[config.mk]
export PLATFORM = sky130hd
export DESIGN_NAME = sspb_front
export DESIGN_NICKNAME = d
export VERILOG_FILES = /design/src/sspb_pkg.sv /design/src/sspb_front.sv
export SDC_FILE = /design/constraint.sdc
export NUM_CORES = 1
export LEC_CHECK = 0
export BUFFER_PORTS_ARGS = -buffer_cell sky130_fd_sc_hd__buf_4
export CAP_MARGIN = 10
export CORE_MARGIN = 4
export CORE_UTILIZATION = 60
export DETAILED_ROUTE_END_ITERATION = 16
export PLACE_DENSITY = 0.92
export SYNTH_ARGS = -nofsm -noshare
export SYNTH_HDL_FRONTEND = slang
export SYNTH_SLANG_ARGS = --single-unit
export TNS_END_PERCENT = 5
[constraint.sdc]
create_clock -name clk_i -period 10.3 [get_ports clk_i]
set_clock_uncertainty 0.1 [all_clocks]
set_input_delay 1.03 -clock clk_i [delete_from_list [all_inputs] [get_ports clk_i]]
set_output_delay 1.03 -clock clk_i [all_outputs]
set_load 0.02 [all_outputs]
[src/sspb_pkg.sv]
// Shared types, widths and constants of the scaled sprite pixel blitter.
`default_nettype none

package sspb_pkg;

  // Request opcodes
  typedef enum logic {
    OP_LOAD = 1'b0,
    OP_DRAW = 1'b1
  } op_e;

  // Configuration register indexes
  typedef enum logic [2:0] {
    CFG_SPRITE_LEFT    = 3'd0,
    CFG_SPRITE_TOP     = 3'd1,
    CFG_SPRITE_SIZE    = 3'd2,
    CFG_SPRITE_DEPTH   = 3'd3,
    CFG_TEXTURE_WIDTH  = 3'd4,
    CFG_TEXTURE_HEIGHT = 3'd5
  } cfg_reg_e;

  localparam int CFG_IDX_W  = 3;
  localparam int CFG_DATA_W = 16;

  // Field widths
  localparam int PIX_W    = 10;  // screen coordinate of a request
  localparam int POS_W    = 13;  // signed sprite corner
  localparam int SIZE_W   = 12;  // sprite side in pixels
  localparam int DEPTH_W  = 16;  // Q8.8 depth code
  localparam int TEXDIM_W = 7;   // texture width / height
  localparam int TIDX_W   = 12;  // texel index of a load
  localparam int TEXEL_W  = 32;  // texel color word

  // Screen size and the width used to compare coordinates against it
  localparam int SCREEN_W = 1024;
  localparam int SCREEN_H = 1024;
  localparam int SCR_W    = 13;

  // Datapath widths
  localparam int OFS_W      = SIZE_W;              // offset inside the sprite box
  localparam int DIFF_W     = POS_W + 1;           // signed pixel minus corner
  localparam int NUM_W      = OFS_W + TEXDIM_W;    // offset times texture size
  localparam int QUO_W      = TEXDIM_W;            // texel coordinate
  localparam int DIV_STEPS  = QUO_W;               // one quotient bit per stage
  localparam int RAW_ADDR_W = 2 * TEXDIM_W;        // texel address before wrap
  localparam int MOD_W      = RAW_ADDR_W + 1;      // wrap arithmetic width

  // Fixed pipeline depth: clip, scale, divide, address, memory, output
  localparam int PIPE_FIXED = DIV_STEPS + 5;

  localparam logic [7:0] ALPHA_MASK = 8'hFF;

  // Sideband that travels with every request down the pipe
  typedef struct packed {
    logic                valid;
    logic                load;
    logic                hit;
    logic [PIX_W-1:0]    px;
    logic [PIX_W-1:0]    py;
    logic [TIDX_W-1:0]   tex_index;
    logic [TEXEL_W-1:0]  tex_value;
  } sspb_side_t;

  // Conditional-subtract stages needed to wrap a raw address into the memory
  function automatic int wrap_steps(int words);
    int aw;
    aw = $clog2(words);
    return (aw > RAW_ADDR_W) ? 0 : RAW_ADDR_W - aw + 1;
  endfunction

endpackage

`default_nettype wire

[src/sspb_front.sv]
// Front stages: screen clip, depth test, sprite box test and texture scaling.
`default_nettype none

module sspb_front import sspb_pkg::*; (
  input  wire logic                 clk_i,
  input  wire logic                 rst_ni,
  input  wire logic                 req_i,
  input  wire logic                 op_i,
  input  wire logic [TIDX_W-1:0]    texel_index_i,
  input  wire logic [TEXEL_W-1:0]   texel_value_i,
  input  wire logic [PIX_W-1:0]     pixel_x_i,
  input  wire logic [PIX_W-1:0]     pixel_y_i,
  input  wire logic [DEPTH_W-1:0]   column_depth_i,
  input  wire logic signed [POS_W-1:0] sprite_left_i,
  input  wire logic signed [POS_W-1:0] sprite_top_i,
  input  wire logic [SIZE_W-1:0]    sprite_size_i,
  input  wire logic [DEPTH_W-1:0]   sprite_depth_i,
  input  wire logic [TEXDIM_W-1:0]  texture_width_i,
  input  wire logic [TEXDIM_W-1:0]  texture_height_i,
  output sspb_side_t                side_o,
  output logic [NUM_W-1:0]          num_x_o,
  output logic [NUM_W-1:0]          num_y_o
);

  logic signed [DIFF_W-1:0] dx, dy, size_s;
  logic                     on_screen, nearer, in_x, in_y;
  sspb_side_t               side_a_d, side_a_q, side_b_q;
  logic [OFS_W-1:0]         ox_a_q, oy_a_q;
  logic [NUM_W-1:0]         num_x_b_q, num_y_b_q;

  // Offsets of the pixel from the sprite corner
  assign dx     = $signed({{(DIFF_W-PIX_W){1'b0}}, pixel_x_i}) - {sprite_left_i[POS_W-1], sprite_left_i};
  assign dy     = $signed({{(DIFF_W-PIX_W){1'b0}}, pixel_y_i}) - {sprite_top_i[POS_W-1], sprite_top_i};
  assign size_s = $signed({{(DIFF_W-SIZE_W){1'b0}}, sprite_size_i});

  // Coverage and depth tests
  assign on_screen = ({{(SCR_W-PIX_W){1'b0}}, pixel_x_i} < SCR_W'(SCREEN_W)) &&
                     ({{(SCR_W-PIX_W){1'b0}}, pixel_y_i} < SCR_W'(SCREEN_H));
  assign nearer    = sprite_depth_i < column_depth_i;
  assign in_x      = !dx[DIFF_W-1] && (dx < size_s);
  assign in_y      = !dy[DIFF_W-1] && (dy < size_s);

  always_comb begin
    side_a_d           = '0;
    side_a_d.valid     = req_i;
    side_a_d.load      = (op_i == OP_LOAD);
    side_a_d.hit       = (op_i == OP_DRAW) && on_screen && nearer && in_x && in_y;
    side_a_d.px        = pixel_x_i;
    side_a_d.py        = pixel_y_i;
    side_a_d.tex_index = texel_index_i;
    side_a_d.tex_value = texel_value_i;
  end

  // Advance the sideband through both front stages
  always_ff @(posedge clk_i or negedge rst_ni) begin
    if (!rst_ni) begin
      side_a_q <= '0;
      side_b_q <= '0;
    end else begin
      side_a_q <= side_a_d;
      side_b_q <= side_a_q;
    end
  end

  // Hold the box offsets, then scale them by the texture size
  always_ff @(posedge clk_i) begin
    ox_a_q    <= dx[OFS_W-1:0];
    oy_a_q    <= dy[OFS_W-1:0];
    num_x_b_q <= NUM_W'(ox_a_q) * NUM_W'(texture_width_i);
    num_y_b_q <= NUM_W'(oy_a_q) * NUM_W'(texture_height_i);
  end

  assign side_o  = side_b_q;
  assign num_x_o = num_x_b_q;
  assign num_y_o = num_y_b_q;

endmodule

`default_nettype wire

==> impl_metrics.py <==
metrics = {
    "run_status": {
        "status": "finished, final reports clean",
    },
    "timing": {
        "slew_violations": 0,
        "fin_hold_ws_ps": 250,
        "worst_slack_ps": 4800,
        "tns_ps": 0,
        "relSlewSlack_pct": 27.6,
        "final_hold_viol_count": 0,
        "worst_pin_slew_ps": 1090,
        "rsz0062_at_grt": "false",
        "min_period_ps": 5500,
        "min_period_over_period_pct": 53.4,
        "fmax_ghz": 0.182,
        "final-setup-viol-count": 0,
    },
    "critical_path": {
        "crit_arrival_ps": 5740,
        "cp-end-kind": "flop",
        "path_class": "input pin to flop",
        "crit_required_ps": 10540,
        "rr_endpoint": "num_y_o[18]",
        "reg2reg_depth": 15,
        "cp-start-kind": "input pin",
        "cp_max_fo": 12,
        "reg2reg_from": "oy_a_q[5]",
        "r2r_slack_ps": 5060,
    },
    "clock_tree": {
        "cts_tree": "yes",
        "cts.sinks": 196,
        "cts_buffers": 17,
        "insertion_delay_ps": 440,
        "hold_buffers": 0,
        "cts_root_buffer": "clkbuf_16",
        "cts_max_level": 4,
        "ctsResizeCount": 0,
        "cts_buffer_depth": 2,
        "clkTransAtPathRegs_ps": 80,
        "cts_setup_buffers": 0,
    },
    "yosys": {
        "yosysMostFrequentCell": "inv_1",
        "seq_area_frac_synth_pct": 39.2,
        "avgSynthCellArea_um2": 11.0,
        "syn-cell-area_um2": 11700,
        "synthSimpleGateAreaFrac_pct": 11.8,
        "synthArstFlopShare_pct": 68.4,
        "netlist_instances": 1064,
        "synth_top_area_share_pct": 28.6,
        "synth_top_area_cell": "dfrtp_1",
        "synth_compound_area_share_pct": 8.27,
        "synth_edf_count": 0,
        "muxShareOfSynthArea_pct": 0.0855,
        "synth_top_family_by_area": "adder cells",
        "yosys.cell_types.count": 48,
        "synthAdderAreaFrac_pct": 31.1,
        "synth_xor_area_share_pct": 3.44,
        "synth_top_cells_by_count": "inv_1 (176), dfrtp_1 (134), ha_1 (131)",
        "syn_nets": 1447,
        "yosys_most_used_dff": "dfrtp_1",
        "synth_area_leaders": "dfrtp_1 (29%), fa_1 (17%), ha_1 (14%), dfxtp_1 (11%), and2_1 (6.2%)",
        "ys_seq_elements": 196,
        "synth_warnings": 0,
    },
    "hold_path": {
        "hold_class": "flop to flop",
        "hold_depth": 0,
        "holdPathEnd": "side_o[61]",
        "hp-start": "side_a_q[61]",
    },
    "route": {
        "drcViolationCount": 0,
        "viasPerCell": 5.34,
        "vias": 8533,
        "wl_per_cell_um": 18.2,
        "drtIter0Drc": 448,
        "postRouteAntennaNets": 0,
        "routed_wl_um": 29200,
        "drt_first_pass_iters": 4,
    },
    "global_route": {
        "antenna_found_initial": 0,
        "grt_pass1_wl_um": 48400,
        "overflow": 0,
        "grt_start_max_net_pins": 92,
        "grt_usage_pct": 28.4,
        "grt_pass1_vias": 9685,
    },
    "power": {
        "power_density_nw_per_um2": 292,
        "total_power_mw": 4.25,
        "peakVddDrop_v": 0.000285,
        "leakagePower_nw": 7.58,
    },
    "placed_design": {
        "placed_cell_area_um2": 13900,
        "port_buffers": 256,
        "post-dp-hpwl_um": 23200,
        "gp_congestion": 0.888,
        "dp.cells": 1567,
        "dp_slack_ps": 4320,
    },
    "cells_and_area": {
        "diodes": 0,
        "area_growth_pct": 24.2,
        "drive_above_1_share_pct": 21.9,
        "final_nets": 1709,
        "stdcell_count": 1599,
        "stdcell_area_um2": 14500,
        "fin_util_pct": 76.7,
        "num-fill-cells": 1150,
    },
    "floorplanning": {
        "die_h_um": 148,
        "fp-row-count": 50,
        "dieWidth_um": 148,
        "io_pins": 257,
        "core_um2": 19000,
        "dieArea_um2": 21800,
        "start_util_pct": 61.8,
    },
    "run": {
        "maxCapViolations": 0,
    },
}
-- layer usage --
metal | vias up | wire length (µm) | global-route usage [%]
met3 | 92 | 2000 | 5.82
met4 | 0 | 1360 | 14.0
met5 | - | 0 | 0
met1 | 4153 | 10600 | 32.6
li1 | 3955 | - | -
met2 | 333 | 15200 | 50.5
-- kinds of logic (layout without fill, tap and decap cells) --
group / Yosys count / after routing
AND/OR/NAND/NOR: 258 / 258
adder cells (fa/ha/maj): 231 / 231
flip-flops: 196 / 196
buffers and inverters: 190 / 465
AO/OA/AOI/OAI: 142 / 142
XOR/XNOR: 46 / 46
multiplexers: 1 / 1
-- where the power goes --
group | internal (mW) | leakage, nW | switching [mW] | total [mW]
clock | 0.355 | 0.303 | 0.344 | 0.698
combinational | 1.15 | 5.19 | 1.41 | 2.56
sequential | 0.918 | 2.09 | 0.0692 | 0.987
-- sequential cells by signal, indices dropped and copies added, names as in the netlist --
register,count
ox_a_q,12
num_y_o,19
side_o,67
num_x_o,19
oy_a_q,12
side_a_q,67
-- layout make-up --
class / count / area (µm²) / share of cell area [%]
inverter: 176 / 661 / 4.54
clock buffer: 17 / 425 / 2.92
multi-input combinational: 678 / 6400 / 44.0
timing repair buffer: 257 / 1930 / 13.3
tap: 260 / 325 / 2.24
clock inverter: 15 / 206 / 1.42
sequential: 196 / 4590 / 31.6
-- cell usage in the layout, fill, tap and decap left out, types with 4 or more instances in the layout --
cell type / count
nor2b_1: 11
nor4_1: 4
nand2_1: 69
o21ai_0: 20
nor3_1: 12
o21a_1: 13
xor2_1: 17
a211oi_1: 7
a21oi_1: 35
and3_1: 7
a31oi_1: 6
fa_1: 100
dfrtp_1: 134
ha_1: 131
inv_1: 176
clkinv_8: 6
inv_8: 4
nor2_1: 23
dfxtp_1: 62
o211ai_1: 6
buf_4: 256
a21o_1: 22
clkbuf_16: 17
xnor2_1: 29
o21bai_1: 6
and2_1: 116
-- worst max path at each step --
| stage | from | endpoint | slack (ps) |
|---|---|---|---|
| final | texture_height_i[3] | num_y_o[18] | 4800 |
| after floorplan | texture_height_i[5] | num_y_o[18] | 4540 |
| after global placement | texture_height_i[6] | num_y_o[18] | 4430 |
| after global routing | texture_height_i[6] | num_y_o[18] | 4560 |
| after CTS | texture_height_i[3] | num_y_o[18] | 4810 |
| after detailed placement | texture_height_i[3] | num_y_o[18] | 4320 |
-- critical path: stages --
cell and delay (ps):
buf_4 150, and2_1 180, fa_1 560, fa_1 440, fa_1 560, inv_1 60, fa_1 540, inv_1 50
ha_1 360, a21o_1 200, a21o_1 200, a2111oi_2 350, nor3_1 150, a311o_1 340, or4_1 380, and3_1 170
Note: power is estimated with default switching activity, not from simulation.
