==> config.mk <==
export PLATFORM = sky130hd
export DESIGN_NAME = sspb_div
export DESIGN_NICKNAME = d
export VERILOG_FILES = /design/src/sspb_pkg.sv /design/src/sspb_div.sv
export SDC_FILE = /design/constraint.sdc
export NUM_CORES = 1
export LEC_CHECK = 0
export BUFFER_PORTS_ARGS = -buffer_cell sky130_fd_sc_hd__clkbuf_2
export CAP_MARGIN = 20
export CORE_MARGIN = 3
export CORE_UTILIZATION = 50
export CTS_BUF_LIST = sky130_fd_sc_hd__clkbuf_16
export DETAILED_ROUTE_END_ITERATION = 12
export GPL_ROUTABILITY_DRIVEN = 0
export GPL_TIMING_DRIVEN = 0
export PLACE_DENSITY = 0.67
export SLEW_MARGIN = 15
export SYNTH_ARGS = -nofsm -noshare
export SYNTH_HDL_FRONTEND = slang
export SYNTH_SLANG_ARGS = --single-unit
==> constraint.sdc <==
create_clock -name clk_i -period 3.45 [get_ports clk_i]
set_clock_uncertainty 0.05 [all_clocks]
set_input_delay 0.69 -clock clk_i [delete_from_list [all_inputs] [get_ports clk_i]]
set_output_delay 0.69 -clock clk_i [all_outputs]
set_load 0.01 [all_outputs]
==> src/sspb_pkg.sv <==
// Shared types, widths and constants of the scaled sprite pixel blitter.
`default_nettype none

package sspb_pkg;

  // Request opcodes
  typedef enum logic {
    OP_LOAD = 1'b0,
    OP_DRAW = 1'b1
  } op_e;

  // Configuration register indexes
  typedef enum logic [2:0] {
    CFG_SPRITE_LEFT    = 3'd0,
    CFG_SPRITE_TOP     = 3'd1,
    CFG_SPRITE_SIZE    = 3'd2,
    CFG_SPRITE_DEPTH   = 3'd3,
    CFG_TEXTURE_WIDTH  = 3'd4,
    CFG_TEXTURE_HEIGHT = 3'd5
  } cfg_reg_e;

  localparam int CFG_IDX_W  = 3;
  localparam int CFG_DATA_W = 16;

  // Field widths
  localparam int PIX_W    = 10;  // screen coordinate of a request
  localparam int POS_W    = 13;  // signed sprite corner
  localparam int SIZE_W   = 12;  // sprite side in pixels
  localparam int DEPTH_W  = 16;  // Q8.8 depth code
  localparam int TEXDIM_W = 7;   // texture width / height
  localparam int TIDX_W   = 12;  // texel index of a load
  localparam int TEXEL_W  = 32;  // texel color word

  // Screen size and the width used to compare coordinates against it
  localparam int SCREEN_W = 1024;
  localparam int SCREEN_H = 1024;
  localparam int SCR_W    = 13;

  // Datapath widths
  localparam int OFS_W      = SIZE_W;              // offset inside the sprite box
  localparam int DIFF_W     = POS_W + 1;           // signed pixel minus corner
  localparam int NUM_W      = OFS_W + TEXDIM_W;    // offset times texture size
  localparam int QUO_W      = TEXDIM_W;            // texel coordinate
  localparam int DIV_STEPS  = QUO_W;               // one quotient bit per stage
  localparam int RAW_ADDR_W = 2 * TEXDIM_W;        // texel address before wrap
  localparam int MOD_W      = RAW_ADDR_W + 1;      // wrap arithmetic width

  // Fixed pipeline depth: clip, scale, divide, address, memory, output
  localparam int PIPE_FIXED = DIV_STEPS + 5;

  localparam logic [7:0] ALPHA_MASK = 8'hFF;

  // Sideband that travels with every request down the pipe
  typedef struct packed {
    logic                valid;
    logic                load;
    logic                hit;
    logic [PIX_W-1:0]    px;
    logic [PIX_W-1:0]    py;
    logic [TIDX_W-1:0]   tex_index;
    logic [TEXEL_W-1:0]  tex_value;
  } sspb_side_t;

  // Conditional-subtract stages needed to wrap a raw address into the memory
  function automatic int wrap_steps(int words);
    int aw;
    aw = $clog2(words);
    return (aw > RAW_ADDR_W) ? 0 : RAW_ADDR_W - aw + 1;
  endfunction

endpackage

`default_nettype wire

==> src/sspb_div.sv <==
// Pipelined restoring divider: both texture axes divided by the sprite size.
`default_nettype none

module sspb_div import sspb_pkg::*; (
  input  wire logic              clk_i,
  input  wire logic              rst_ni,
  input  wire logic [SIZE_W-1:0] size_i,
  input  wire sspb_side_t        side_i,
  input  wire logic [NUM_W-1:0]  num_x_i,
  input  wire logic [NUM_W-1:0]  num_y_i,
  output sspb_side_t             side_o,
  output logic [QUO_W-1:0]       quot_x_o,
  output logic [QUO_W-1:0]       quot_y_o
);

  sspb_side_t       side_q [DIV_STEPS];
  logic [NUM_W-1:0] rx_q   [DIV_STEPS];
  logic [NUM_W-1:0] ry_q   [DIV_STEPS];
  logic [QUO_W-1:0] qx_q   [DIV_STEPS];
  logic [QUO_W-1:0] qy_q   [DIV_STEPS];

  // One quotient bit per stage, most significant first; the quotient is
  // below the texture size, so seven bits cover every case
  for (genvar s = 0; s < DIV_STEPS; s++) begin : g_step
    localparam int K = DIV_STEPS - 1 - s;

    sspb_side_t       side_in;
    logic [NUM_W-1:0] rx_in, ry_in, dvs;
    logic [QUO_W-1:0] qx_in, qy_in;
    logic             ge_x, ge_y;

    if (s == 0) begin : g_first
      assign side_in = side_i;
      assign rx_in   = num_x_i;
      assign ry_in   = num_y_i;
      assign qx_in   = '0;
      assign qy_in   = '0;
    end else begin : g_next
      assign side_in = side_q[s-1];
      assign rx_in   = rx_q[s-1];
      assign ry_in   = ry_q[s-1];
      assign qx_in   = qx_q[s-1];
      assign qy_in   = qy_q[s-1];
    end

    assign dvs  = NUM_W'(size_i) << K;
    assign ge_x = rx_in >= dvs;
    assign ge_y = ry_in >= dvs;

    // Advance the sideband
    always_ff @(posedge clk_i or negedge rst_ni) begin
      if (!rst_ni) begin
        side_q[s] <= '0;
      end else begin
        side_q[s] <= side_in;
      end
    end

    // Subtract the shifted divisor where it fits
    always_ff @(posedge clk_i) begin
      rx_q[s] <= ge_x ? rx_in - dvs : rx_in;
      ry_q[s] <= ge_y ? ry_in - dvs : ry_in;
      qx_q[s] <= qx_in | (QUO_W'(ge_x) << K);
      qy_q[s] <= qy_in | (QUO_W'(ge_y) << K);
    end
  end

  assign side_o   = side_q[DIV_STEPS-1];
  assign quot_x_o = qx_q[DIV_STEPS-1];
  assign quot_y_o = qy_q[DIV_STEPS-1];

endmodule

`default_nettype wire

==> out/qor.yml, run 1 <==
floorplan:
  die_x_um: 238.7
  ios: 200
  die-area_mm2: 0.05697
  core_mm2: 0.05308
  initial_core_util_pct: 51.00
  rows: 84
  die_height_um: 238.7
cts:
  cts_tree: "built"
  cts.sink_count: 753
  clock-root-buffer: "clkbuf_16"
  numCtsBuffers: 74
  clockBufferDepth: 3
  path_clk_slew_ps: 60
  htreeDepth: 3
  clkLatencyLatePin_ps: 590
finish:
  regArea_mm2: 0.01742
  antenna_cells: 0
  syn_to_final_growth_pct: 18.20
  multi_input_area_mm2: 0.009254
  nets: 2752
  drive_gt1_share_pct: 17.24
  final_area_mm2: 0.03200
  final_cells: 3200
  fillers: 4049
power_and_ir_drop:
  comb_power_share_pct: 28.2
  leakage_nw: 14.54
  max-vdd-ir-drop_mv: 0.4486
  powerDensity_mw_per_mm2: 832.6
  seq_power_share_pct: 41.9
  p_clk_share_pct: 30.0
  p_sw_share_pct: 30.43
  net-switching-power_w: 0.008106
  intPower_w: 0.01854
logic_synthesis:
  avgSynthCellArea_um2: 12.67
  yosysWarnings: 0
  ys_types: 72
  syn-num-nets: 2435
  synth_edf_count: 0
  syn-cell-area_mm2: 0.02707
  ys_ff_latch: 753
  synth_cells: 2136
  synth_flop_cell: "dfrtp_1"
  async_flop_share_pct: 62.28
  seq_area_frac_synth_pct: 64.36
min_path:
  hold_end: "g_step[1].side_in[21]$_DFF_PN0_"
  hold_class: "primary input to flip-flop"
  whs_path_depth: 1
  hold_start: "side_i[21]"
sta:
  period_share_pct: 94.57
  fin_crit_ps: 3263
  slew_viol_final: 0
  fin_tns_setup_ps: 0
  rsz0062_at_grt: "no"
  hold_slack_ps: 139.6
  fmax_mhz: 306.5
  hold_viol: 0
  relSlewSlack_pct: 46.94
  finalSetupViolations: 0
  worst_pin_slew_ps: 788.6
detailed_routing:
  routed_wirelength_um: 51490
  firstDrtPassIters: 8
  wl_per_cell_um: 16.09
  routed_via_density: 5.248
  drt_drc_violations_left: 0
  num_vias: 16800
  drt_iter0_drc: 965
  ant_nets: 0
critical_path:
  r2r-start: "rx_q[4][1]$_DFF_P_"
  crit_path_end_kind: "flip-flop"
  crit_type: "primary input to flip-flop"
  ff2ff_setup_slack_ps: 240
  ff2ff_path_depth: 10
  cp-start-kind: "primary input"
  crit_fanout: 14
  rr_endpoint: "rx_q[5][9]$_DFF_P_"
  required_ps: 3880
  cp_data_arrival_time_ps: 3700
run:
  maxCapViolCount: 0
place:
  dp_cells: 3028
  portBuffers: 199
  placed_area_mm2: 0.02907
  place_hpwl_um: 35170
grt:
  grt_usage_pct: 18.12
  grt_max_degree: 108
  grt_first_pass_wirelength_um: 83390
  overflow: 0
  antenna_found_initial: 0
  grt_pass1_vias: 17100
run_status:
  status: "complete, no violations"
-- sequential cells by signal, summed over array words and instances, names as in the netlist --
name            count
g_step.side_in    402
ry_q              114
rx_q              114
qy_q               28
side_o             67
qx_q               28
-- cell type report --
cell class / instances / share of cell area [%]
multi-input cells: 1279 / 28.92
inverters: 70 / 0.9502
clock buffers: 74 / 5.787
clock inverters: 61 / 1.916
plain buffers: 33 / 0.4771
well taps: 688 / 2.690
repair buffers: 242 / 4.810
flip-flops and latches: 753 / 54.45
-- logic make-up after synthesis --
kind of cell,synth area share [%]
AND/OR/NAND/NOR,8.713
flip-flops,64.36
adder cells (fa/ha/maj),8.653
buffers and inverters,1.530
multiplexers,2.108
XOR/XNOR,4.206
AO/OA/AOI/OAI,10.43
-- Yosys cell counts (7+ instances only) --
cell type / number / area (um2)
o21bai_1: 12 / 90.09
nand4_1: 20 / 125.1
xnor2_1: 72 / 630.6
o21a_1: 24 / 180.2
dfxtp_1: 284 / 5685
xor2_1: 58 / 508.0
ha_1: 168 / 2102
nor4_1: 21 / 131.4
nand2b_1: 23 / 143.9
fa_1: 12 / 240.2
mux2i_1: 12 / 120.1
o31a_1: 10 / 87.58
nor2_1: 110 / 412.9
and2_1: 10 / 62.56
or3_1: 17 / 106.4
nor3_1: 31 / 155.2
dfrtp_1: 469 / 11740
or4_1: 9 / 67.56
clkbuf_1: 22 / 82.58
a21oi_1: 101 / 505.5
inv_1: 70 / 262.8
nand3_1: 36 / 180.2
mux2_2: 40 / 450.4
o21ai_0: 129 / 645.6
a31oi_1: 18 / 112.6
buf_2: 7 / 35.03
o31ai_1: 17 / 127.6
o211ai_1: 14 / 105.1
a21o_1: 53 / 397.9
nor2b_1: 25 / 156.4
a211oi_1: 15 / 112.6
nand2_1: 133 / 499.2
-- stage by stage --
stage | total power (W) | setup slack (ps) | util (%)
finish | 0.02664 | 187.3 | 60.29
global route | 0.02837 | 11.24 | 60.29
CTS | 0.02680 | 20.52 | 59.54
detailed placement | 0.01865 | -1263 | 54.78
global placement | 0.01832 | -7988 | 54.50
floorplan | 0.01685 | 142.4 | -
-- placed cells by master (no fill, tap or decap), types with 17 or more instances in the layout --
cell type / n
ha_1: 168
xnor2_1: 72
or3_1: 17
nand2b_1: 23
a31oi_1: 18
nand2_1: 133
nand4_1: 20
nor4_1: 21
a21oi_1: 101
dfxtp_1: 284
mux2_2: 40
o21ai_0: 129
inv_1: 72
buf_4: 32
o31ai_1: 17
clkbuf_1: 19
a21o_1: 53
nand3_1: 36
clkbuf_2: 198
clkbuf_16: 74
nor2b_1: 25
nor3_1: 30
dfrtp_1: 469
xor2_1: 58
nor2_1: 110
o21a_1: 24
-- power by group through the flow --
stage	Combinational, W	Clock [W]	Sequential, W
2_1_floorplan	0.00578	0	0.0111
3_3_place_gp	0.00706	0	0.0113
3_5_place_dp	0.00734	0	0.0113
4_1_cts	0.00742	0.00824	0.0111
5_1_grt	0.00847	0.00860	0.0113
6_report	0.00751	0.00798	0.0112
-- worst max-delay path, stage by stage --
cell        delay [ps]
clkbuf_2           110
clkinvlp_4         440
ha_1               570
a211o_1            290
o31ai_1            370
o21ai_1            190
a211oi_1           390
buf_2              290
mux2_2             350
-- how the worst max path moves through the flow --
| stage | from | to | slack (ps) |
|---|---|---|---|
| finish | size_i[7] | ry_q[1][12]$_DFF_P_ | 190 |
| global route | size_i[1] | ry_q[2][6]$_DFF_P_ | 10 |
| CTS | size_i[11] | rx_q[1][15]$_DFF_P_ | 20 |
| floorplan | size_i[2] | rx_q[1][12]$_DFF_P_ | 140 |
| global placement | rst_ni | g_step[1].side_in[17]$_DFF_PN0_ | -7990 |
| detailed placement | size_i[1] | ry_q[3][3]$_DFF_P_ | -1260 |
-- routing by layer --
metal  routed length (um)  GRT usage, %  up-vias
met5                    0             0        -
met4                 1935         7.477        0
met3                 2425         3.161      147
met2                24670         30.66      484
met1                22460         23.22     8024
li1                     -             -     8140
-- timing repair --
| action | CTS | global route |
|---|---|---|
| buffers inserted | 2 | 35 |
| resized for setup | 9 | 14 |
| endpoints found under the hold margin | 28 | 0 |
| endpoints found under the setup margin | 73 | 73 |
| hold buffers | 1 | 0 |
Note: power is estimated with default switching activity, not from simulation.
==> run 2: changes to the inputs <==
- clock period: 3.45 -> 3.15 ns (I/O delays scaled with it)
==> run 2 against run 1 <==
Net effect: critical path depth rose by 1; largest power group unchanged; worst setup slack got worse by 39 ps; global-route usage fell by 0.15 points; final area rose by 0.77%; non-clock buffer count rose by 6; via count fell by 0.39%; sequential cell count did not move; utilization rose by 0.46 points; clock power rose by 11%; total power rose by 10%; sequential power rose by 9%; first-iteration DRC count rose by 5.0%; critical path type is now flip-flop to flip-flop.
==> out/qor.yml, run 2 (synthesized netlist as in run 1, its figures left out) <==
run_status:
  status: "complete, no violations"
place:
  place_ws_ps: -1409  # -145.5 ps
  portBuffers: 199  # unchanged
  place_hpwl_um: 34900  # -0.77%
power_and_ir_drop:
  powerDensity_mw_per_mm2: 910.7  # +9.4%
  max-vdd-ir-drop_mv: 0.4579  # +2.1%
  leakage_nw: 14.63  # +0.62%
finish:
  largest_register_ffs: 402  # unchanged
  drive_gt1_share_pct: 17.78  # +0.55 points
  layout_commonest_cell: "dfrtp_1"
  fin_util_pct: 60.75  # +0.46 points
  syn_to_final_growth_pct: 19.11
  nets: 2760  # +0.29%
  antenna_cells: 0  # unchanged
  final_cell_mix: "dfrtp_1, dfxtp_1, clkbuf_2"
detailed_routing:
  num_vias: 16730  # -0.39%
  firstDrtPassIters: 6  # -2
  routed_via_density: 5.217  # -0.60%
  routed_wirelength_um: 51340  # -0.30%
  wl_per_cell_um: 16.01  # -0.52%
  drt_iter0_drc: 1013  # +5.0%
  drt_drc_violations_left: 0  # unchanged
  ant_nets: 0  # unchanged
sta:
  fin_crit_ps: 3002
  relSlewSlack_pct: 58.85  # +12 points
  slew_viol_final: 0  # unchanged
  fmax_mhz: 333.2
  hold_viol: 0  # unchanged
  setup_slack_ps: 148.5  # -38.81 ps
  rsz0062_at_grt: "no"
  hold_slack_ps: 54.99  # -84.58 ps
  period_share_pct: 95.29
  finalSetupViolations: 0  # unchanged
  fin_tns_setup_ps: 0  # unchanged
  worst_pin_slew_ps: 601.6  # -187.0 ps
grt:
  grt_pass1_vias: 17000  # -0.53%
  overflow: 0  # unchanged
  grtUsageMet1_pct: 22.87  # -0.35 points
  grtUsageMet3_pct: 3.011  # -0.15 points
  antenna_found_initial: 0  # unchanged
  grt_usage_pct: 17.98  # -0.15 points
  grt_max_degree: 106  # -1.9%
  top_usage_layer: "met2"
  grt_first_pass_wirelength_um: 82910  # -0.58%
  met2_usage_pct: 30.50  # -0.17 points
cts:
  path_clk_slew_ps: 60  # about the same
  clock-root-buffer: "clkbuf_16"
  cts.sink_count: 753  # unchanged
  htreeDepth: 3  # unchanged
  clockBufferDepth: 3  # unchanged
  clkLatencyLatePin_ps: 620  # +30 ps
  cts_tree: "built"
  numCtsBuffers: 76  # +2.7%
min_path:
  whs_path_depth: 1  # unchanged
  hold_end: "g_step[1].side_in[19]$_DFF_PN0_"
  hold_class: "primary input to flip-flop"
  hold_start: "side_i[19]"
critical_path:
  cp-start-kind: "flip-flop"
  critPathSlowestCell: "fa_1"
  crit_path_end_kind: "flip-flop"
  rr_endpoint: "rx_q[5][9]$_DFF_P_"
  cpPeakStageDelay_ps: 410  # -160 ps
  crit_fanout: 10  # -4
  crit_type: "flip-flop to flip-flop"
  cp_data_arrival_time_ps: 3450  # -250 ps
  ff2ff_setup_slack_ps: 150  # -90 ps
  ff2ff_path_depth: 10  # unchanged
  required_ps: 3600  # -280 ps
  crit_family: "compound AO/OA/AOI/OAI gates"
  path_buf_inv: 2  # -1
  r2r-start: "rx_q[4][1]$_DFF_P_"
  worstPathCellList: "inv_1, ha_1, fa_1, nor2b_1, nor3_1, o21ai_1, a31o_2, a41o_1, buf_2, mux2_2"
floorplan:
  ios: 200  # unchanged
  initial_core_util_pct: 51.00  # unchanged
  core_mm2: 0.05308  # unchanged
  rows: 84  # unchanged
  die_height_um: 238.7  # unchanged
  die_x_um: 238.7  # unchanged
  die-area_mm2: 0.05697  # unchanged
run:
  maxCapViolCount: 0  # unchanged
## run 2: how the worst max path moves through the flow
stage          slack (ps)  cells past startpoint                               to          startpoint
2_1_floorplan         -20                      9               rx_q[3][4]$_DFF_P_           size_i[1]
3_3_place_gp        -8190                      1  g_step[1].side_in[17]$_DFF_PN0_              rst_ni
3_5_place_dp        -1410                     11               ry_q[3][3]$_DFF_P_           size_i[1]
4_1_cts                 2                      9               ry_q[4][6]$_DFF_P_           size_i[9]
5_1_grt                 2                     13              rx_q[3][10]$_DFF_P_           size_i[1]
6_report              150                     10               rx_q[5][9]$_DFF_P_  rx_q[4][1]$_DFF_P_
## run 2: repair_timing
action / 4_1_cts / 5_1_grt
endpoints found under the setup margin: 171 / 216
setup buffers: 28 / 16
hold endpoints to repair: 70 / 0
hold buffers: 1 / 0
resized for setup: 16 / 12
## run 2: routing by layer
| metal | part of all wire, % | up-vias |
|---|---|---|
| li1 | - | 8157 |
| met1 | 44 | 7938 |
| met3 | 4.7 | 144 |
| met4 | 3.9 | 0 |
| met5 | 0 | - |
| met2 | 48 | 491 |
## run 2: final cells by class
type	instances	area, um2
Sequential cell	753	17420
Multi-Input combinational cell	1279	9309
Buffer	33	162.7
Tap cell	688	860.8
Clock buffer	76	1902
Inverter	70	304.0
Clock inverter	60	649.4
Timing Repair Buffer	248	1633
Fill cell	4092	20830
## run 2: where the power goes
group	internal, W	switching [W]	leakage, nW	total [W]
Combinational	0.00384	0.00443	5.49	0.00827
Clock	0.00520	0.00366	1.29	0.00886
Sequential	0.0113	0.000876	7.85	0.0122
## run 2: through the flow
step	power, W	area (um2)	cells
CTS	0.02953	32070	3192
global route	0.03126	32240	3207
floorplan	0.01849	27140	2136
finish	0.02936	32240	3207
global placement	0.02012	28990	3023
detailed placement	0.02043	29110	3027
