`config.mk`:
```
export PLATFORM = sky130hd
export DESIGN_NAME = sspb_addr
export DESIGN_NICKNAME = d
export VERILOG_FILES = /design/src/sspb_pkg.sv /design/src/sspb_addr.sv
export SDC_FILE = /design/constraint.sdc
export NUM_CORES = 1
export LEC_CHECK = 0
export ABC_AREA = 1
export ABC_CLOCK_PERIOD_IN_PS = 800
export BUFFER_PORTS_ARGS = -buffer_cell sky130_fd_sc_hd__clkbuf_2
export CELL_PAD_IN_SITES_DETAIL_PLACEMENT = 1
export CELL_PAD_IN_SITES_GLOBAL_PLACEMENT = 1
export CORE_ASPECT_RATIO = 0.75
export CORE_MARGIN = 4
export CORE_UTILIZATION = 40
export CTS_CLUSTER_DIAMETER = 40
export DETAILED_ROUTE_END_ITERATION = 8
export PLACE_DENSITY = 0.75
export SETUP_SLACK_MARGIN = 0.1
export SYNTH_ARGS = -nofsm -noshare
export SYNTH_HDL_FRONTEND = slang
export SYNTH_SLANG_ARGS = --single-unit
```
`constraint.sdc`:
```
create_clock -name clk_i -period 0.8 [get_ports clk_i]
set_input_delay 0.08 -clock clk_i [delete_from_list [all_inputs] [get_ports clk_i]]
set_output_delay 0.08 -clock clk_i [all_outputs]
set_load 0.02 [all_outputs]
```
`src/sspb_pkg.sv`:
```
// Shared types, widths and constants of the scaled sprite pixel blitter.
`default_nettype none

package sspb_pkg;

  // Request opcodes
  typedef enum logic {
    OP_LOAD = 1'b0,
    OP_DRAW = 1'b1
  } op_e;

  // Configuration register indexes
  typedef enum logic [2:0] {
    CFG_SPRITE_LEFT    = 3'd0,
    CFG_SPRITE_TOP     = 3'd1,
    CFG_SPRITE_SIZE    = 3'd2,
    CFG_SPRITE_DEPTH   = 3'd3,
    CFG_TEXTURE_WIDTH  = 3'd4,
    CFG_TEXTURE_HEIGHT = 3'd5
  } cfg_reg_e;

  localparam int CFG_IDX_W  = 3;
  localparam int CFG_DATA_W = 16;

  // Field widths
  localparam int PIX_W    = 10;  // screen coordinate of a request
  localparam int POS_W    = 13;  // signed sprite corner
  localparam int SIZE_W   = 12;  // sprite side in pixels
  localparam int DEPTH_W  = 16;  // Q8.8 depth code
  localparam int TEXDIM_W = 7;   // texture width / height
  localparam int TIDX_W   = 12;  // texel index of a load
  localparam int TEXEL_W  = 32;  // texel color word

  // Screen size and the width used to compare coordinates against it
  localparam int SCREEN_W = 1024;
  localparam int SCREEN_H = 1024;
  localparam int SCR_W    = 13;

  // Datapath widths
  localparam int OFS_W      = SIZE_W;              // offset inside the sprite box
  localparam int DIFF_W     = POS_W + 1;           // signed pixel minus corner
  localparam int NUM_W      = OFS_W + TEXDIM_W;    // offset times texture size
  localparam int QUO_W      = TEXDIM_W;            // texel coordinate
  localparam int DIV_STEPS  = QUO_W;               // one quotient bit per stage
  localparam int RAW_ADDR_W = 2 * TEXDIM_W;        // texel address before wrap
  localparam int MOD_W      = RAW_ADDR_W + 1;      // wrap arithmetic width

  // Fixed pipeline depth: clip, scale, divide, address, memory, output
  localparam int PIPE_FIXED = DIV_STEPS + 5;

  localparam logic [7:0] ALPHA_MASK = 8'hFF;

  // Sideband that travels with every request down the pipe
  typedef struct packed {
    logic                valid;
    logic                load;
    logic                hit;
    logic [PIX_W-1:0]    px;
    logic [PIX_W-1:0]    py;
    logic [TIDX_W-1:0]   tex_index;
    logic [TEXEL_W-1:0]  tex_value;
  } sspb_side_t;

  // Conditional-subtract stages needed to wrap a raw address into the memory
  function automatic int wrap_steps(int words);
    int aw;
    aw = $clog2(words);
    return (aw > RAW_ADDR_W) ? 0 : RAW_ADDR_W - aw + 1;
  endfunction

endpackage

`default_nettype wire

```
`src/sspb_addr.sv`:
```
// Texel address forming and wrap into the texture memory depth.
`default_nettype none

module sspb_addr import sspb_pkg::*; #(
  parameter int TEXEL_WORDS = 4096,
  localparam int ADDR_W = $clog2(TEXEL_WORDS)
) (
  input  wire logic                clk_i,
  input  wire logic                rst_ni,
  input  wire logic [TEXDIM_W-1:0] texture_width_i,
  input  wire sspb_side_t          side_i,
  input  wire logic [QUO_W-1:0]    quot_x_i,
  input  wire logic [QUO_W-1:0]    quot_y_i,
  output sspb_side_t               side_o,
  output logic [ADDR_W-1:0]        addr_o
);

  localparam int MOD_STEPS = wrap_steps(TEXEL_WORDS);

  sspb_side_t       side_q [MOD_STEPS+1];
  logic [MOD_W-1:0] rem_q  [MOD_STEPS+1];
  logic [MOD_W-1:0] raw_d;

  // Pick the load index or the row-major texel address
  assign raw_d = side_i.load ? MOD_W'(side_i.tex_index)
                             : MOD_W'(quot_y_i) * MOD_W'(texture_width_i) + MOD_W'(quot_x_i);

  always_ff @(posedge clk_i or negedge rst_ni) begin
    if (!rst_ni) begin
      side_q[0] <= '0;
    end else begin
      side_q[0] <= side_i;
    end
  end

  always_ff @(posedge clk_i) begin
    rem_q[0] <= raw_d;
  end

  // Wrap by conditional subtraction of the depth, largest multiple first
  for (genvar s = 1; s <= MOD_STEPS; s++) begin : g_wrap
    localparam int K = MOD_STEPS - s;
    localparam logic [MOD_W-1:0] SUB = MOD_W'(TEXEL_WORDS << K);

    logic ge;
    assign ge = rem_q[s-1] >= SUB;

    always_ff @(posedge clk_i or negedge rst_ni) begin
      if (!rst_ni) begin
        side_q[s] <= '0;
      end else begin
        side_q[s] <= side_q[s-1];
      end
    end

    always_ff @(posedge clk_i) begin
      rem_q[s] <= ge ? rem_q[s-1] - SUB : rem_q[s-1];
    end
  end

  assign side_o = side_q[MOD_STEPS];
  assign addr_o = ADDR_W'(rem_q[MOD_STEPS]);

endmodule

`default_nettype wire

```
==> results of run 1 <==
cells in the mapped netlist:
cell type  number  area share
dfrtp_1       268        0.66
nand2_1       106       0.039
inv_1          87       0.032
buf_4          67       0.050
dfxtp_1        48       0.095
fa_1           30       0.059
ha_1           27       0.033
nand3_1        14      0.0069
nor2_1         12      0.0045
a21oi_1         7      0.0035
o21ai_0         4      0.0020
a21oi_2         2      0.0017
buf_2           2     0.00099
nand2_2         2      0.0012
a21o_1          1     0.00074
buf_6           1      0.0011
clkbuf_2        1     0.00049
clkinv_1        1     0.00037
inv_2           1     0.00037
nand3_2         1     0.00099
nand4_1         1     0.00062
o21bai_1        1     0.00074
or2_1           1     0.00062
xor2_1          1     0.00087
layout make-up:
class | instances | area, um^2
diodes | 1 | 2.50
flip-flops and latches | 316 | 7680
clock buffers | 43 | 977
clock inverters | 18 | 299
repair buffers | 299 | 2830
multi-input cells | 210 | 1950
well taps | 338 | 423
inverters | 89 | 337
fillers | 2363 | 10400
worst max-delay path, cell delays in order:
cell and delay [ps]:
buf_8 110, nand2_4 50, inv_2 30, fa_1 540, inv_2 40, fa_1 470, inv_1 50, fa_1 470
inv_1 50, fa_1 490, inv_2 50, ha_4 240, a21oi_4 160, nand2_2 90, inv_1 50, nand2_1 60
or2_1 240, nand3_2 60, nand2_1 50
per-layer routing:
| layer | GRT usage | vias to the layer above | wire length (um) |
|---|---|---|---|
| li1 | - | 2530 | - |
| met1 | 0.227 | 2912 | 10900 |
| met2 | 0.314 | 140 | 13800 |
| met3 | 0.0324 | 35 | 1190 |
| met4 | 0.0334 | 0 | 416 |
| met5 | 0 | - | 0 |
report_power, final:
| part | switching [W] | internal, W | leakage, nW |
|---|---|---|---|
| registers | 0.000771 | 0.0176 | 3.53 |
| clock network | 0.00658 | 0.0110 | 0.631 |
| logic | 0.00467 | 0.00448 | 2.93 |
| total | 0.0120 | 0.0331 | 7.09 |
metrics by stage:
stage,setup TNS [ps],total power (W),util
finish,-42260,0.0451,0.582
global route,-46190,0.0474,0.582
CTS,-44120,0.0443,0.557
detailed placement,-25490,0.0252,0.463
global placement,-24650,0.0249,0.463
floorplan,-20190,0.0224,-
state kept, by name, summed over array words and instances, names as in the netlist:
name    flops
side_o     67
rem_q      48
side_q    201
worst min path at each step:
stage	from	end	slack [ps]
global route	quot_x_i[0]	rem_q[0][0]	-40
global placement	rst_ni	side_o[28]	40
finish	quot_x_i[0]	rem_q[0][0]	-60
detailed placement	rst_ni	side_o[28]	40
CTS	quot_x_i[0]	rem_q[0][0]	-90
floorplan	rst_ni	side_o[0]	-220
kinds of logic (layout without fill, tap and decap cells):
kind of cell,Yosys count,count (layout),share of synthesized area
flip-flops,316,316,0.758
AND/OR/NAND/NOR,137,137,0.0542
XOR/XNOR,1,1,0.000866
adder cells (fa/ha/maj),57,57,0.0928
other,0,1,0
buffers and inverters,160,449,0.0854
AO/OA/AOI/OAI,15,15,0.00866
timing repair:
action	in CTS	in global routing
endpoints found under the hold margin	347	1
setup buffers	5	8
resized for setup	85	253
pin swaps	28	35
setup endpoints to repair	90	90
==> flow_summary.json, run 1 <==
{
  "num-nets-final": 1098,
  "grt_pass1_vias": 6723,
  "coreArea_um2": 24900,
  "yosys.cell_types.count": 24,
  "final_cell_mix": "dfrtp_1 (268), nand2_1 (80), buf_6 (79)",
  "port-buffer-count": 168,
  "ir_drop_mv": 1.91,
  "ioPinCount": 169,
  "finalCritPeriodShare": 3.77,
  "place_ws_ps": -2850,
  "overflow": 0,
  "regToRegSetupSlack_ps": 260,
  "crit_fanout": 4,
  "fmax_ghz": 0.332,
  "period_needed_ps": 3020,
  "dp_cells": 1170,
  "die_y_um": 146,
  "finalNonFillerCells": 1314,
  "fin_skew_ps": 19.7,
  "drt_iter0_drc": 239,
  "fin_ws_ps": -2220,
  "wirelength_um": 26300,
  "syn-cell-area_um2": 10100,
  "reg2reg_depth": 0,
  "start_util": 0.406,
  "setup_violations": 90,
  "avgSynthCellArea_um2": 14.7,
  "cts_hold_buf": 69,
  "crit_arrival_ps": 3390,
  "worstMarginPinSlew_ps": 350,
  "grt_pass1_wl_um": 38000,
  "avgRoutedWirePerCell_um": 20.0,
  "drtPass1Iterations": 4,
  "antenna_found_initial": 1,
  "whs_path_depth": 4,
  "power_density_nw_per_um2": 3110,
  "critPathCaptureType": "register",
  "clkTransAtPathRegs_ps": 60,
  "drive_gt1_frac": 0.398,
  "drc_errors": 0,
  "synth_seq_cells": 316,
  "rsz0062_at_grt": "true",
  "cts_root_buf": "clkbuf_16",
  "ys_seq_area_frac": 0.758,
  "viasPerCell": 4.27,
  "grt_usage": 0.176,
  "cts_max_path_buffers": 3,
  "syn2layout_area_growth_pct": 43.4,
  "crit_path_start_kind": "input pin",
  "ant_nets": 0,
  "critical_path_class": "in2reg",
  "ys_warn_count": 0,
  "num_rows": 50,
  "crit_required_ps": 1180,
  "drv_slew": 0,
  "clk_latency_ps": 510,
  "cts.sinks": 316,
  "leakage_nw": 7.09,
  "vias": 5617,
  "failed_checks": "hold timing, setup timing",
  "dp.final_hpwl_um": 14100,
  "grt_max_degree": 65,
  "critPathCapture": "rem_q[0][7]",
  "post_dp_cell_area_um2": 11500,
  "min_path_type": "in2reg",
  "status": "complete, but fails checks",
  "hold_viol": 1,
  "slew_headroom": 0.767,
  "hold_slack_ps": -64.7,
  "r2r_end": "side_q[156]",
  "fin_area_um2": 14500,
  "cts_tree": "built",
  "dieArea_um2": 27900,
  "place.gp.congestion": 0.841,
  "final_common_cell": "dfrtp_1",
  "startpoint": "texture_width_i[2]",
  "cap_violations": 0,
  "syn_inst": 686,
  "syn_nets": 833,
  "htreeDepth": 2,
  "die_w_um": 192,
  "cts_buffers": 35,
  "rr_startpoint": "side_q[223]"
}
Power figures use the tool's default switching activity.
==> run 2, diff against run 1 <==
--- a/config.mk
+++ b/config.mk
@@ -12,5 +12,4 @@
 export CELL_PAD_IN_SITES_GLOBAL_PLACEMENT = 1
 export CORE_ASPECT_RATIO = 0.75
-export CORE_MARGIN = 4
 export CORE_UTILIZATION = 40
 export CTS_CLUSTER_DIAMETER = 40
==> constraint.sdc (replaced) <==
create_clock -name clk_i -period 0.8 [get_ports clk_i]
set_input_delay 0.08 -clock clk_i [delete_from_list [all_inputs] [get_ports clk_i]]
set_output_delay 0.08 -clock clk_i [all_outputs]
set_load 0.1 [all_outputs]
==> flow_summary.json, run 2 (synthesis results as in run 1) <==
{
  "overflow": 0,
  "clkTransAtPathRegs_ps": 60,
  "drive_gt1_frac": 0.373,
  "whs_path_depth": 4,
  "grt_use_met3": 0.0581,
  "power.share.clock": 0.350,
  "largest_register_ffs": 201,
  "die_w_um": 186,
  "cts_buffers": 35,
  "ir_drop_mv": 1.78,
  "clk_latency_ps": 520,
  "grt_util_met2": 0.430,
  "ioPinCount": 169,
  "sw_frac_of_total": 0.325,
  "cts_root_buf": "clkbuf_16",
  "period_needed_ps": 3120,
  "vias": 5759,
  "drt_iter0_drc": 253,
  "hold_viol": 1,
  "ant_nets": 0,
  "grt_pass1_wl_um": 46100,
  "crit_path_start_kind": "input pin",
  "post_dp_cell_area_um2": 12600,
  "cap_violations": 0,
  "cts_hold_buf": 68,
  "crit_required_ps": 1200,
  "crit_fanout": 3,
  "cts.sinks": 316,
  "die_y_um": 140,
  "worstMarginPinSlew_ps": 361,
  "regToRegSetupSlack_ps": 250,
  "place.gp.congestion": 0.858,
  "crit_arrival_ps": 3520,
  "rr_startpoint": "side_q[228]",
  "critPathCaptureType": "register",
  "hp-start": "quot_x_i[0]",
  "cts_tree": "built",
  "fin_ws_ps": -2320,
  "final_cell_mix": "dfrtp_1 (265), nand2_1 (88), buf_12 (84)",
  "r2r_end": "side_q[161]",
  "power_density_nw_per_um2": 3250,
  "finalCritPeriodShare": 3.91,
  "regMostFlops": "side_q",
  "fin_area_um2": 14700,
  "num-nets-final": 1078,
  "drv_slew": 0,
  "antenna_found_initial": 1,
  "dieArea_um2": 25900,
  "coreArea_um2": 24400,
  "critical_path_class": "in2reg",
  "avgRoutedWirePerCell_um": 23.6,
  "met1_usage": 0.316,
  "fin_skew_ps": 26.6,
  "p_sw_w": 0.0156,
  "wirelength_um": 30400,
  "dp.final_hpwl_um": 15700,
  "hold-path-endpoint": "rem_q[0][0]",
  "p_int_w": 0.0323,
  "htreeDepth": 2,
  "leakage_nw": 7.11,
  "min_path_type": "in2reg",
  "drtPass1Iterations": 4,
  "hold_slack_ps": -45.1,
  "setup_violations": 90,
  "seqPwrFrac": 0.388,
  "p_comb_frac": 0.262,
  "port-buffer-count": 168,
  "grt_max_degree": 60,
  "n_antenna_cell": 0,
  "viasPerCell": 4.47,
  "fillers": 2288,
  "final_common_cell": "dfrtp_1",
  "status": "complete, but fails checks",
  "place_ws_ps": -2820,
  "reg2reg_depth": 0,
  "failed_checks": "hold timing, setup timing",
  "start_util": 0.414,
  "slew_headroom": 0.758,
  "drc_errors": 0,
  "syn2layout_area_growth_pct": 45.8,
  "cts_max_path_buffers": 3,
  "fmax_ghz": 0.320,
  "register_area_um2": 7720,
  "grt_usage": 0.249,
  "num_rows": 49,
  "multi_input_area_um2": 1920,
  "grt_pass1_vias": 6849,
  "rsz0062_at_grt": "true",
  "grt_busiest_layer": "met2"
}
==> run 2: cell types whose count changed in the layout (fill, tap and decap cells not counted), moves of 8 or more <==
| cell | previous run | this run |
|---|---|---|
| dfxtp_4 | 0 | 12 |
| clkbuf_8 | 12 | 2 |
| dfxtp_2 | 12 | 0 |
| nand2_1 | 80 | 88 |
| buf_12 | 10 | 84 |
| buf_8 | 17 | 4 |
| buf_6 | 79 | 10 |
==> run 2: worst max-delay path, stage by stage <==
cell,delay (ps)
buf_6,90
nand2_2,60
inv_2,40
fa_1,550
inv_2,50
fa_1,520
inv_1,50
fa_1,490
inv_2,40
fa_1,490
inv_2,50
ha_4,240
nand2_4,90
inv_4,50
nand2_4,60
nand2_4,50
inv_2,60
nand2_2,60
or2_4,260
nand3_2,80
nand2_1,60
==> run 2: cell type report <==
| cell class | count | share of cell area |
|---|---|---|
| Clock buffer | 44 | 0.0624 |
| Clock inverter | 18 | 0.0160 |
| Inverter | 89 | 0.0233 |
| Multi-Input combinational cell | 210 | 0.130 |
| Sequential cell | 316 | 0.523 |
| Tap cell | 331 | 0.0281 |
| Timing Repair Buffer | 279 | 0.216 |
==> run 2: power groups by stage <==
stage,Sequential (W),Clock [W],Combinational (W)
after global routing,0.0187,0.0177,0.0134
after floorplan,0.0199,0,0.00508
after global placement,0.0185,0,0.0103
final,0.0186,0.0168,0.0125
after detailed placement,0.0187,0,0.0106
after CTS,0.0186,0.0169,0.0116
==> run 2: how the worst max path moves through the flow <==
stage / end / slack, ps / from / depth (start not counted)
CTS: rem_q[0][7] / -2270 / quot_y_i[3] / 21
global route: rem_q[0][11] / -2450 / texture_width_i[3] / 20
finish: rem_q[0][7] / -2320 / texture_width_i[3] / 21
detailed placement: rem_q[0][7] / -2820 / quot_y_i[4] / 19
global placement: rem_q[0][7] / -2700 / quot_y_i[3] / 21
floorplan: rem_q[0][7] / -2500 / quot_y_i[5] / 21
==> run 2: per-stage QoR <==
stage                     TNS, ps  cells  hold WS, ps  utilization  total power (W)
after floorplan            -20190    686         -216            -           0.0250
after global placement     -24480   1156        -78.6        0.518           0.0288
after detailed placement   -25160   1156        -72.9        0.518           0.0293
after CTS                  -50580   1287        -55.6        0.599           0.0471
after global routing       -52950   1287        -45.2        0.604           0.0498
final                      -49570   1287        -45.1        0.604           0.0479
==> run 2: timing repair <==
item	in CTS	in global routing
setup buffers	1	1
pin swaps	19	15
endpoints found under the hold margin	347	1
resized for setup	37	38
endpoints found under the setup margin	90	91
==> run 2: metal layers <==
| layer | share of wire | vias to the layer above |
|---|---|---|
| met5 | 0.00039 | - |
| met4 | 0.022 | 2 |
| met3 | 0.060 | 50 |
| met2 | 0.51 | 169 |
| met1 | 0.41 | 3046 |
| li1 | - | 2492 |
==> run 3, diff against run 2 <==
CORE_UTILIZATION = 45   (was 40)
PLACE_DENSITY = 0.83   (was 0.75)
==> flow_summary.json, run 3 (synthesis results as in run 1) <==
{
  "vias": 6656,
  "dieArea_um2": 23100,
  "syn2layout_area_growth_pct": 46.0,
  "antenna_found_initial": 1,
  "cpMaxStageDelayCell": "fa_1",
  "critPathCaptureType": "register",
  "leakage_nw": 7.15,
  "ioPinCount": 169,
  "place.gp.congestion": 0.823,
  "min_path_type": "in2async",
  "drc_errors": 0,
  "coreArea_um2": 22100,
  "failed_checks": "hold timing, setup timing",
  "port-buffer-count": 168,
  "power_density_nw_per_um2": 3420,
  "fin_util": 0.670,
  "rsz0062_at_grt": "true",
  "setup_violations": 91,
  "n_antenna_cell": 0,
  "hold_slack_ps": -29.3,
  "cts_tree": "built",
  "drv_slew": 0,
  "fin_skew_ps": 44.6,
  "largest_register_ffs": 201,
  "critical_path_class": "in2reg",
  "drt_iter0_drc": 622,
  "avgRoutedWirePerCell_um": 34.0,
  "htreeDepth": 2,
  "cts_hold_buf": 69,
  "ant_nets": 0,
  "drtPass1Iterations": 5,
  "cap_violations": 0,
  "ir_drop_mv": 1.69,
  "start_util": 0.459,
  "grt_pass1_vias": 7621,
  "worstMarginPinSlew_ps": 370,
  "grt_pass1_wl_um": 58600,
  "fmax_ghz": 0.287,
  "cp_common_cell": "inv_2",
  "crit_path_start_kind": "input pin",
  "num-nets-final": 1081,
  "finalCritPeriodShare": 4.35,
  "place_ws_ps": -2980,
  "die_y_um": 132,
  "period_needed_ps": 3480,
  "cts_buffers": 34,
  "final_common_cell": "dfrtp_1",
  "num_rows": 47,
  "cts_root_buf": "clkbuf_16",
  "drive_gt1_frac": 0.386,
  "cts_max_path_buffers": 3,
  "total_power_w": 0.0505,
  "grt_usage": 0.367,
  "dp.final_hpwl_um": 18400,
  "final_cell_mix": "dfrtp_1 (260), nand2_1 (85), buf_12 (83)",
  "grt_max_degree": 63,
  "crit_chain": "clkbuf_16 > nand2_4 > inv_2 > fa_1 > inv_2 > fa_1 > inv_2 > fa_1 > inv_2 > fa_1 > inv_2 > ha_4 > buf_4 > nand2_2 > inv_2 > nand3_2 > nand3_2 > nand2_1 > nor2_2 > nor2_1",
  "crit_fanout": 4,
  "crit_required_ps": 1220,
  "fin_ws_ps": -2680,
  "clk_latency_ps": 560,
  "crit_arrival_ps": 3900,
  "viasPerCell": 5.31,
  "cts.sinks": 316,
  "overflow": 0,
  "clkTransAtPathRegs_ps": 90,
  "die_w_um": 175,
  "status": "complete, but fails checks",
  "max_stage_delay_ps": 560,
  "hold_viol": 11,
  "regMostFlops": "side_q",
  "wirelength_um": 42600,
  "slew_headroom": 0.752
}
run 3: cell types whose count changed in the layout (fill, tap and decap cells not counted), moves of 4 or more:
| cell | change |
|---|---|
| buf_4 | +5 |
| clkbuf_8 | +6 |
| dfrtp_1 | -5 |
| dfrtp_2 | +5 |
| nand2_4 | +4 |
run 3: metal layers:
| metal | share of wire | GRT usage |
|---|---|---|
| met1 | 0.39 | 0.474 |
| met2 | 0.47 | 0.582 |
| met3 | 0.080 | 0.0851 |
| met4 | 0.063 | 0.195 |
| met5 | 0.00031 | 0 |
run 3: stage by stage:
step / instance area (um^2) / std cells / TNS [ps]
after floorplan: 10400 / 686 / -20190
after global placement: 12600 / 1118 / -24400
after detailed placement: 12600 / 1118 / -26010
after CTS: 14600 / 1250 / -53520
after global routing: 14800 / 1254 / -57570
final: 14800 / 1254 / -56220
run 3: area by class of cell:
type	count	area (um^2)
fill	1924	7290
tap	294	368
clock buffer	46	947
inverter	89	344
multi-input combinational	210	1970
sequential	316	7720
timing repair buffer	283	3240
clock inverter	16	176
run 3: worst paths after layout:
path | startpoint | end | slack, ps | cells after the start
hold / removal | rst_ni | side_q[129] | -30 | 2
hold reg to reg | rem_q[1][7] | rem_q[2][7] | 330 | 0
min in group clk_i | quot_x_i[0] | rem_q[0][0] | 140 | 4
setup reg to reg | side_q[79] | side_o[12] | 200 | 0
max in group asynchronous | rst_ni | side_q[225] | 190 | 3
setup / recovery | quot_y_i[5] | rem_q[0][10] | -2680 | 20
run 3: power by group:
group / total [W] / switching (W) / internal (W)
clock: 0.0170 / 0.00785 / 0.00917
combinational: 0.0146 / 0.00945 / 0.00516
sequential: 0.0189 / 0.00120 / 0.0177
total: 0.0505 / 0.0185 / 0.0320
run 3: repair_timing:
item / in CTS / in global routing
setup endpoints to repair: 90 / 91
gates resized for setup: 44 / 54
pin swaps: 20 / 18
hold endpoints to repair: 347 / 4
buffers inserted: 1 / 4
run 3: critical path, delay by kind of cell:
family,cells,cell delay [ps]
fa+ha+maj,5,2480
simple gates,7,720
buf+inv,8,630
